`config.mk`:
```
export PLATFORM = sky130hd
export DESIGN_NAME = pursuit_guidance_step
export DESIGN_NICKNAME = d
export VERILOG_FILES = /design/src/pgs_pkg.sv /design/src/pgs_isqrt.sv /design/src/pgs_udiv.sv /design/src/pursuit_guidance_step.sv
export SDC_FILE = /design/constraint.sdc
export NUM_CORES = 2
export LEC_CHECK = 0
export ABC_CLOCK_PERIOD_IN_PS = 11900
export BUFFER_PORTS_ARGS = -buffer_cell sky130_fd_sc_hd__buf_4
export CAP_MARGIN = 15
export CORE_UTILIZATION = 37
export CTS_BUF_LIST = sky130_fd_sc_hd__clkbuf_16
export CTS_CLUSTER_SIZE = 40
export DETAILED_ROUTE_END_ITERATION = 10
export HOLD_SLACK_MARGIN = 0.02
export PLACE_DENSITY = 0.64
export SETUP_SLACK_MARGIN = 0.2
export SLEW_MARGIN = 20
export SYNTH_ARGS = -nofsm -noshare
export SYNTH_HDL_FRONTEND = slang
export SYNTH_SLANG_ARGS = --single-unit
export TNS_END_PERCENT = 5
```
`constraint.sdc`:
```
create_clock -name i_clk -period 11.9 [get_ports i_clk]
set_input_delay 1.785 -clock i_clk [delete_from_list [all_inputs] [get_ports i_clk]]
set_output_delay 1.785 -clock i_clk [all_outputs]
set_load 0.02 [all_outputs]
```
`src/pgs_pkg.sv`:
```
`default_nettype none

package pgs_pkg;

    // Fixed field widths.
    localparam int TICK_W    = 12;
    localparam int CFG_IDX_W = 3;

    // Configuration register indexes.
    localparam logic [CFG_IDX_W-1:0] REG_CAPTURE_RADIUS = 3'd0;
    localparam logic [CFG_IDX_W-1:0] REG_STEP_LENGTH    = 3'd1;
    localparam logic [CFG_IDX_W-1:0] REG_START_X        = 3'd2;
    localparam logic [CFG_IDX_W-1:0] REG_START_Y        = 3'd3;
    localparam logic [CFG_IDX_W-1:0] REG_TICK_LIMIT     = 3'd4;

    // Reset values; lengths and start y in whole units before fraction scaling.
    localparam int RST_RADIUS_UNITS  = 10;
    localparam int RST_STEP_UNITS    = 20;
    localparam int RST_START_Y_UNITS = 50;
    localparam logic [TICK_W-1:0] RST_TICK_LIMIT = 12'd13;

    // Tick counter ceiling.
    localparam logic [TICK_W-1:0] TICK_MAX = '1;

endpackage

`default_nettype wire

```
`src/pgs_isqrt.sv`:
```
`default_nettype none

// Digit-by-digit integer square root, one result bit per cycle.
module pgs_isqrt #(
    parameter int RW = 50
) (
    input  wire logic              i_clk,
    input  wire logic              i_rst_n,
    input  wire logic              i_start,
    input  wire logic [RW-1:0]     i_radicand,
    output logic                   o_done,
    output logic [RW/2-1:0]        o_root
);

    logic [RW-1:0] r_v;
    logic [RW-1:0] r_r;
    logic [RW-1:0] r_bit;
    logic          r_busy;
    logic          r_done;
    logic [RW:0]   sum;
    logic          take;

    // Trial subtraction of the current root estimate plus the bit under test.
    assign sum  = {1'b0, r_r} + {1'b0, r_bit};
    assign take = ({1'b0, r_v} >= sum);

    // Control state.
    always_ff @(posedge i_clk) begin
        if (!i_rst_n) begin
            r_busy <= 1'b0;
            r_done <= 1'b0;
        end else begin
            r_done <= 1'b0;
            if (i_start) begin
                r_busy <= 1'b1;
            end else if (r_busy && r_bit[0]) begin
                r_busy <= 1'b0;
                r_done <= 1'b1;
            end
        end
    end

    // Remainder, root and bit position.
    always_ff @(posedge i_clk) begin
        if (i_start) begin
            r_v   <= i_radicand;
            r_r   <= '0;
            r_bit <= {2'b01, {(RW-2){1'b0}}};
        end else if (r_busy) begin
            if (take) begin
                r_v <= r_v - sum[RW-1:0];
                r_r <= (r_r >> 1) + r_bit;
            end else begin
                r_r <= r_r >> 1;
            end
            r_bit <= r_bit >> 2;
        end
    end

    assign o_done = r_done;
    assign o_root = r_r[RW/2-1:0];

endmodule

`default_nettype wire

```
`src/pgs_udiv.sv`:
```
`default_nettype none

// Restoring unsigned divider, one quotient bit per cycle.
// The quotient must fit in QW bits, so the upper part of the numerator is
// below the divisor.
module pgs_udiv #(
    parameter int NW = 48,
    parameter int DW = 25,
    parameter int QW = 24
) (
    input  wire logic          i_clk,
    input  wire logic          i_rst_n,
    input  wire logic          i_start,
    input  wire logic [NW-1:0] i_num,
    input  wire logic [DW-1:0] i_den,
    output logic               o_done,
    output logic [QW-1:0]      o_quo
);

    localparam int CW = $clog2(QW);

    logic [DW-1:0] r_rem;
    logic [DW-1:0] r_den;
    logic [QW-1:0] r_quo;
    logic [CW-1:0] r_cnt;
    logic          r_busy;
    logic          r_done;
    logic [DW:0]   trial;
    logic          fits;

    // Shift the next numerator bit into the partial remainder and compare.
    assign trial = {r_rem, r_quo[QW-1]};
    assign fits  = (trial >= {1'b0, r_den});

    // Control state.
    always_ff @(posedge i_clk) begin
        if (!i_rst_n) begin
            r_busy <= 1'b0;
            r_done <= 1'b0;
        end else begin
            r_done <= 1'b0;
            if (i_start) begin
                r_busy <= 1'b1;
            end else if (r_busy && (r_cnt == '0)) begin
                r_busy <= 1'b0;
                r_done <= 1'b1;
            end
        end
    end

    // Remainder and quotient share the shift path.
    always_ff @(posedge i_clk) begin
        if (i_start) begin
            r_rem <= DW'(i_num[NW-1:QW]);
            r_quo <= i_num[QW-1:0];
            r_den <= i_den;
            r_cnt <= CW'(QW - 1);
        end else if (r_busy) begin
            if (fits) begin
                r_rem <= DW'(trial - {1'b0, r_den});
            end else begin
                r_rem <= trial[DW-1:0];
            end
            r_quo <= {r_quo[QW-2:0], fits};
            r_cnt <= r_cnt - 1'b1;
        end
    end

    assign o_done = r_done;
    assign o_quo  = r_quo;

endmodule

`default_nettype wire

```
`src/pursuit_guidance_step.sv`:
```
`default_nettype none

// Per item: squaring, COORD_WIDTH+1 root steps and COORD_WIDTH divide steps per axis,
// plus control. A capture skips the moves; an item after the end skips the arithmetic.
// The input is not ready while an item is in progress or its result waits. The root
// and divide units are iterative; the divider is shared by both axes.
// Reset is synchronous, active low; configuration registers and pursuer position
// take their defaults.
module pursuit_guidance_step #(
    parameter int COORD_WIDTH = 24,
    parameter int FRAC_BITS   = 8
) (
    input  wire logic                              i_clk,
    input  wire logic                              i_rst_n,
    // Configuration write channel
    input  wire logic                              i_cfg_valid,
    output logic                                   o_cfg_ready,
    input  wire logic [pgs_pkg::CFG_IDX_W-1:0]     i_cfg_index,
    input  wire logic [COORD_WIDTH-1:0]            i_cfg_data,
    // Input channel
    input  wire logic                              i_in_valid,
    output logic                                   o_in_ready,
    input  wire logic signed [COORD_WIDTH-1:0]     i_target_x,
    input  wire logic signed [COORD_WIDTH-1:0]     i_target_y,
    // Output channel
    output logic                                   o_out_valid,
    input  wire logic                              i_out_ready,
    output logic signed [COORD_WIDTH-1:0]          o_pursuer_x,
    output logic signed [COORD_WIDTH-1:0]          o_pursuer_y,
    output logic [COORD_WIDTH-1:0]                 o_separation,
    output logic [pgs_pkg::TICK_W-1:0]             o_tick_index,
    output logic                                   o_caught,
    output logic                                   o_escaped,
    output logic                                   o_done_res
);

    import pgs_pkg::*;

    localparam int CW = COORD_WIDTH;
    localparam int LW = COORD_WIDTH - 1;
    localparam int DW = COORD_WIDTH + 1;
    localparam int PW = 2 * COORD_WIDTH;
    localparam int RW = 2 * COORD_WIDTH + 2;

    localparam logic [LW-1:0] RST_RADIUS  = LW'(RST_RADIUS_UNITS << FRAC_BITS);
    localparam logic [LW-1:0] RST_STEP    = LW'(RST_STEP_UNITS << FRAC_BITS);
    localparam logic [CW-1:0] RST_START_Y = CW'(RST_START_Y_UNITS << FRAC_BITS);

    // Sequencer states.
    localparam logic [3:0] ST_IDLE    = 4'd0;
    localparam logic [3:0] ST_SQX     = 4'd1;
    localparam logic [3:0] ST_SQY     = 4'd2;
    localparam logic [3:0] ST_RSTART  = 4'd3;
    localparam logic [3:0] ST_RWAIT   = 4'd4;
    localparam logic [3:0] ST_DECIDE  = 4'd5;
    localparam logic [3:0] ST_DXSTART = 4'd6;
    localparam logic [3:0] ST_DXWAIT  = 4'd7;
    localparam logic [3:0] ST_DYSTART = 4'd8;
    localparam logic [3:0] ST_DYWAIT  = 4'd9;
    localparam logic [3:0] ST_OUT     = 4'd10;

    // Configuration registers.
    logic [LW-1:0]     r_radius;
    logic [LW-1:0]     r_step;
    logic [TICK_W-1:0] r_tick_limit;

    // Pursuit state.
    logic [CW-1:0]     r_pos_x;
    logic [CW-1:0]     r_pos_y;
    logic [TICK_W-1:0] r_tick;
    logic              r_finished;

    // Per-item working registers.
    logic [3:0]        r_state;
    logic signed [CW:0] r_dx;
    logic signed [CW:0] r_dy;
    logic [PW-1:0]     r_acc;
    logic [PW-1:0]     r_prod;
    logic [DW-1:0]     r_dist;
    logic              r_caught;
    logic              r_escaped;
    logic              r_done_item;

    // Output register.
    logic              r_ovalid;
    logic [CW-1:0]     r_out_x;
    logic [CW-1:0]     r_out_y;
    logic [CW-1:0]     r_out_sep;
    logic [TICK_W-1:0] r_out_idx;
    logic              r_out_caught;
    logic              r_out_escaped;
    logic              r_out_done;

    // Combinational helpers.
    logic [CW-1:0]     ax;
    logic [CW-1:0]     ay;
    logic              halve;
    logic [CW-1:0]     ax_s;
    logic [CW-1:0]     ay_s;
    logic [CW-1:0]     mul_a;
    logic [CW-1:0]     mul_b;
    logic [PW-1:0]     mul_p;
    logic [RW-1:0]     radicand;
    logic [DW-1:0]     root;
    logic              root_done;
    logic              root_start;
    logic              div_start;
    logic [PW-1:0]     div_num;
    logic [CW-1:0]     quo;
    logic              div_done;
    logic [DW-1:0]     dist_now;
    logic [CW-1:0]     sep_now;
    logic [TICK_W-1:0] lim;
    logic [TICK_W:0]   idx_next;
    logic              fresh;
    logic              out_free;
    logic              in_take;

    // Saturating position update by a signed step of magnitude q.
    function automatic logic [CW-1:0] move_sat(input logic [CW-1:0] p,
                                               input logic neg,
                                               input logic [CW-1:0] q);
        logic signed [CW+1:0] s;
        logic signed [CW+1:0] ps;
        logic signed [CW+1:0] qs;
        ps = {{2{p[CW-1]}}, p};
        qs = {2'b00, q};
        s  = neg ? (ps - qs) : (ps + qs);
        if ((s[CW+1:CW-1] == 3'b000) || (s[CW+1:CW-1] == 3'b111)) begin
            move_sat = s[CW-1:0];
        end else if (s[CW+1]) begin
            move_sat = {1'b1, {(CW-1){1'b0}}};
        end else begin
            move_sat = {1'b0, {(CW-1){1'b1}}};
        end
    endfunction

    // Axis magnitudes; very large differences are halved before the root.
    assign ax    = r_dx[CW] ? CW'(-r_dx) : r_dx[CW-1:0];
    assign ay    = r_dy[CW] ? CW'(-r_dy) : r_dy[CW-1:0];
    assign halve = ((ax >> 31) != '0) || ((ay >> 31) != '0);
    assign ax_s  = halve ? (ax >> 1) : ax;
    assign ay_s  = halve ? (ay >> 1) : ay;

    // Shared multiplier operand selection.
    always_comb begin
        case (r_state)
            ST_SQX: begin
                mul_a = ax_s;
                mul_b = ax_s;
            end
            ST_SQY: begin
                mul_a = ay_s;
                mul_b = ay_s;
            end
            ST_DECIDE: begin
                mul_a = {1'b0, r_step};
                mul_b = ax;
            end
            default: begin
                mul_a = {1'b0, r_step};
                mul_b = ay;
            end
        endcase
    end
    assign mul_p = mul_a * mul_b;

    // Root and divider launch.
    assign radicand   = {2'b00, r_acc} + {2'b00, r_prod};
    assign root_start = (r_state == ST_RSTART);
    assign div_start  = (r_state == ST_DXSTART) || (r_state == ST_DYSTART);
    assign div_num    = r_prod + {{CW{1'b0}}, r_dist[CW:1]};
    assign dist_now   = halve ? DW'({root, 1'b0}) : root;
    assign sep_now    = r_dist[CW] ? '1 : r_dist[CW-1:0];

    // Tick bookkeeping.
    assign lim      = (r_tick_limit == '0) ? TICK_W'(1) : r_tick_limit;
    assign idx_next = {1'b0, r_tick} + 1'b1;
    assign fresh    = (r_tick == '0) && !r_finished;

    // Handshakes.
    assign out_free    = !r_ovalid || i_out_ready;
    assign in_take     = i_in_valid && (r_state == ST_IDLE);
    assign o_in_ready  = (r_state == ST_IDLE);
    assign o_cfg_ready = 1'b1;

    pgs_isqrt #(
        .RW(RW)
    ) u_isqrt (
        .i_clk     (i_clk),
        .i_rst_n   (i_rst_n),
        .i_start   (root_start),
        .i_radicand(radicand),
        .o_done    (root_done),
        .o_root    (root)
    );

    pgs_udiv #(
        .NW(PW),
        .DW(DW),
        .QW(CW)
    ) u_udiv (
        .i_clk  (i_clk),
        .i_rst_n(i_rst_n),
        .i_start(div_start),
        .i_num  (div_num),
        .i_den  (r_dist),
        .o_done (div_done),
        .o_quo  (quo)
    );

    // Sequencer, pursuit state and configuration writes.
    always_ff @(posedge i_clk) begin
        if (!i_rst_n) begin
            r_state      <= ST_IDLE;
            r_radius     <= RST_RADIUS;
            r_step       <= RST_STEP;
            r_tick_limit <= RST_TICK_LIMIT;
            r_pos_x      <= '0;
            r_pos_y      <= RST_START_Y;
            r_tick       <= '0;
            r_finished   <= 1'b0;
            r_ovalid     <= 1'b0;
        end else begin
            // A configuration transaction; start positions load the pursuer
            // until the first tick has been taken and have no effect after that.
            if (i_cfg_valid) begin
                case (i_cfg_index)
                    REG_CAPTURE_RADIUS: r_radius <= i_cfg_data[LW-1:0];
                    REG_STEP_LENGTH:    r_step   <= i_cfg_data[LW-1:0];
                    REG_START_X: begin
                        if (fresh) begin
                            r_pos_x <= i_cfg_data;
                        end
                    end
                    REG_START_Y: begin
                        if (fresh) begin
                            r_pos_y <= i_cfg_data;
                        end
                    end
                    REG_TICK_LIMIT:     r_tick_limit <= i_cfg_data[TICK_W-1:0];
                    default: ;
                endcase
            end

            if (r_ovalid && i_out_ready) begin
                r_ovalid <= 1'b0;
            end

            case (r_state)
                ST_IDLE: begin
                    if (in_take) begin
                        r_dx        <= {i_target_x[CW-1], i_target_x} -
                                       {r_pos_x[CW-1], r_pos_x};
                        r_dy        <= {i_target_y[CW-1], i_target_y} -
                                       {r_pos_y[CW-1], r_pos_y};
                        r_caught    <= 1'b0;
                        r_escaped   <= 1'b0;
                        r_done_item <= r_finished;
                        r_state     <= r_finished ? ST_OUT : ST_SQX;
                    end
                end
                ST_SQX: begin
                    r_prod  <= mul_p;
                    r_state <= ST_SQY;
                end
                ST_SQY: begin
                    r_acc   <= r_prod;
                    r_prod  <= mul_p;
                    r_state <= ST_RSTART;
                end
                ST_RSTART: begin
                    r_state <= ST_RWAIT;
                end
                ST_RWAIT: begin
                    if (root_done) begin
                        r_dist  <= dist_now;
                        r_state <= ST_DECIDE;
                    end
                end
                ST_DECIDE: begin
                    // Capture ends the pursuit without a move.
                    if (r_dist <= {2'b00, r_radius}) begin
                        r_caught <= 1'b1;
                        r_state  <= ST_OUT;
                    end else begin
                        r_prod  <= mul_p;
                        r_state <= ST_DXSTART;
                    end
                end
                ST_DXSTART: begin
                    r_state <= ST_DXWAIT;
                end
                ST_DXWAIT: begin
                    if (div_done) begin
                        r_pos_x <= move_sat(r_pos_x, r_dx[CW], quo);
                        r_prod  <= mul_p;
                        r_state <= ST_DYSTART;
                    end
                end
                ST_DYSTART: begin
                    r_state <= ST_DYWAIT;
                end
                ST_DYWAIT: begin
                    if (div_done) begin
                        r_pos_y   <= move_sat(r_pos_y, r_dy[CW], quo);
                        r_escaped <= (idx_next >= {1'b0, lim});
                        r_state   <= ST_OUT;
                    end
                end
                ST_OUT: begin
                    // Hand the result to the output register once it is free.
                    if (out_free) begin
                        r_ovalid      <= 1'b1;
                        r_out_x       <= r_pos_x;
                        r_out_y       <= r_pos_y;
                        r_out_caught  <= r_caught;
                        r_out_escaped <= r_escaped;
                        r_out_done    <= r_done_item;
                        if (r_done_item) begin
                            r_out_sep <= '0;
                            r_out_idx <= (r_tick == '0) ? '0 : (r_tick - 1'b1);
                        end else begin
                            r_out_sep  <= sep_now;
                            r_out_idx  <= r_tick;
                            r_finished <= r_caught || r_escaped;
                            if (r_tick != TICK_MAX) begin
                                r_tick <= idx_next[TICK_W-1:0];
                            end
                        end
                        r_state <= ST_IDLE;
                    end
                end
                default: begin
                    r_state <= ST_IDLE;
                end
            endcase
        end
    end

    assign o_out_valid  = r_ovalid;
    assign o_pursuer_x  = r_out_x;
    assign o_pursuer_y  = r_out_y;
    assign o_separation = r_out_sep;
    assign o_tick_index = r_out_idx;
    assign o_caught     = r_out_caught;
    assign o_escaped    = r_out_escaped;
    assign o_done_res   = r_out_done;

endmodule

`default_nettype wire

```
==> impl_metrics.json <==
{
  "relSlewSlack_pct": 28.2,
  "drive_above_1_share_pct": 6.78,
  "cts_made_buffers": 71,
  "ys_warn_count": 0,
  "fillCellCount": 16000,
  "nets": 7885,
  "clk_pin_slew_ps": 60,
  "syn2layout_area_growth_pct": 9.95,
  "worstMarginPinSlew_ps": 1080,
  "gp_congestion": 0.935,
  "grtUsageTotal_pct": 22.8,
  "crit_slowest_cell": "o41ai_1",
  "die_area_um2": 163000,
  "drtIter0Drc": 4756,
  "diodes": 0,
  "period_minus_slack_ps": 10680,
  "grt_max_degree": 83,
  "port_buffers": 168,
  "antenna_found_initial": 6,
  "clkLatencyLatePin_ps": 680,
  "synth-seq-cells": 593,
  "syn_area_um2": 59700,
  "clockBufferDepth": 3,
  "io_pins": 170,
  "fin_crit_sh_pct": 89.8,
  "cap_violations": 0,
  "wire_per_inst_um": 20.8,
  "outcome": "completed",
  "routed_wl_mm": 188,
  "syn-mean-instance-area_um2": 8.83,
  "dr_total_vias": 49200,
  "synth.net_count": 7842,
  "h-tree-depth": 3,
  "cp.arrival_ps": 11060,
  "viasPerCell": 5.45,
  "cts_tree": "done",
  "hold_path_class": "reg2reg",
  "grt-ovfl-total": 0,
  "clock.fmax_mhz": 93.6,
  "rsz0062_at_grt": "no",
  "synth-seq-area-share_pct": 26.3,
  "drv_slew": 0,
  "place_hpwl_mm": 146,
  "drt-pass1-iter-count": 6,
  "finalHoldViolations": 0,
  "setup_viol": 0,
  "num_rows": 147,
  "cts.repair.resized": 0,
  "yosysUniqueCellTypes": 94,
  "synthesis.instances": 6760,
  "fin_skew_ps": 52.7,
  "start_util_pct": 37.2,
  "core_region_area_um2": 160000,
  "critical_path_class": "reg2reg",
  "layout_commonest_cell": "inv_1",
  "cts_sinks": 593,
  "crit_path_end_kind": "flip-flop",
  "fin_tns_setup_ps": 0,
  "multi_input_area_um2": 40100,
  "clockRootBuffer": "clkbuf_16",
  "post_cts.repair.setup_buffers": 0,
  "grt_pass1_wl_mm": 288,
  "async_flop_share_pct": 0,
  "drc": 0,
  "cts_hold_buf": 0,
  "final_cell_mix": "inv_1, nand2_1, nor2_1",
  "critical_path_required_ps": 12280,
  "die_y_um": 404,
  "final_antenna_net_count": 0,
  "synth-edff-count": 384,
  "ys.flop_type": "edfxtp_1",
  "grt_pass1_vias": 48900,
  "critical_path.max_stage_delay_ps": 800,
  "crit_path_start_kind": "flip-flop",
  "worst-path-max-fanout": 11,
  "cp_common_cell": "fa_1",
  "regArea_um2": 15700,
  "die_x_um": 404
}
-- metrics by stage --
stage | setup slack [ps] | area [um^2] | hold WS (ps) | std cells | utilization (%)
floorplan | 2630 | 59700 | 427 | 6760 | -
finish | 1220 | 65600 | 464 | 9021 | 40.9
detailed placement | 1340 | 63300 | 446 | 8889 | 39.5
global placement | 1650 | 63300 | 445 | 8889 | 39.5
global route | 644 | 65600 | 478 | 9021 | 40.9
CTS | 1300 | 65600 | 464 | 9020 | 40.9
-- layout make-up --
cell class | count | area share, %
clock buffers | 75 | 2.86
clock inverters | 56 | 0.665
inverters | 792 | 4.53
multi-input cells | 5099 | 61.1
flip-flops and latches | 593 | 23.9
well taps | 2160 | 4.12
repair buffers | 246 | 2.82
-- cell families (layout without fill, tap and decap cells) --
kind of cell,count (synthesis),in the layout,share of synthesized area [%]
other,1,1,0.00628
buffers and inverters,1068,1169,6.83
multiplexers,104,104,1.79
AO/OA/AOI/OAI,1461,1461,15.7
XOR/XNOR,459,459,6.78
adder cells (fa/ha/maj),1002,1002,27.2
AND/OR/NAND/NOR,2072,2072,15.4
flip-flops,593,593,26.3
-- state kept, by name, summed over array words and instances (netlist names), 24 cells and up --
| name | count |
|---|---|
| o_pursuer_y | 24 |
| r_pos_x | 24 |
| o_pursuer_x | 24 |
| r_dx | 25 |
| o_separation | 24 |
| u_udiv.r_rem | 25 |
| u_udiv.r_den | 25 |
| r_dy | 25 |
| r_prod | 48 |
| r_dist | 25 |
| u_isqrt.r_bit | 25 |
| u_isqrt.r_v | 50 |
| r_pos_y | 24 |
| u_isqrt.r_r | 50 |
| u_udiv.o_quo | 24 |
| r_acc | 48 |
-- per-layer routing --
layer | wire, um | up-vias | track usage, % | part of all wire (%)
met5 | 44 | - | 0 | 0.023
met4 | 7440 | 6 | 8.23 | 4.0
met3 | 15600 | 415 | 4.86 | 8.3
met2 | 80800 | 1858 | 35.0 | 43
met1 | 83900 | 24000 | 31.6 | 45
li1 | - | 23000 | - | -
-- critical path: cells and delay by family (launching register included) --
kind | cells | cell delay (ps)
multiplexers | 1 | 550
buffers and inverters | 5 | 290
AND/OR/NAND/NOR | 3 | 1090
XOR/XNOR | 2 | 270
flip-flops | 1 | 460
adder cells (fa/ha/maj) | 8 | 3900
AO/OA/AOI/OAI | 12 | 3830
-- worst paths after layout --
path / startpoint / end / slack (ps) / cells past startpoint
setup reg to reg: r_dx[6] / r_prod[46] / 1220 / 31
hold / removal: r_radius[10] / r_radius[10] / 460 / 2
setup / recovery: r_dx[6] / r_prod[46] / 1220 / 31
hold reg to reg: r_radius[10] / r_radius[10] / 460 / 2
-- Yosys cell counts, drive strengths merged, types with 61 or more instances --
cell type,instances,area share [%]
o21a,64,0.80
a21oi,407,3.5
and2,61,0.64
nand3,87,0.73
ha,512,11
o21ai,339,2.8
inv,792,5.0
mux2i,92,1.6
xor2,161,2.4
nor2,737,4.6
a21boi,65,0.82
nand2,759,4.8
xnor2,298,4.4
nand2b,70,0.73
edfxtp,384,19
nor3,75,0.63
fa,490,16
dfxtp,209,7.0
nor2b,64,0.67
clkbuf,218,1.4
a21o,167,2.1
Power is left out: the tool's default activity adds up to more than one toggle a clock period on the data nets, which glitch-free logic cannot reach.
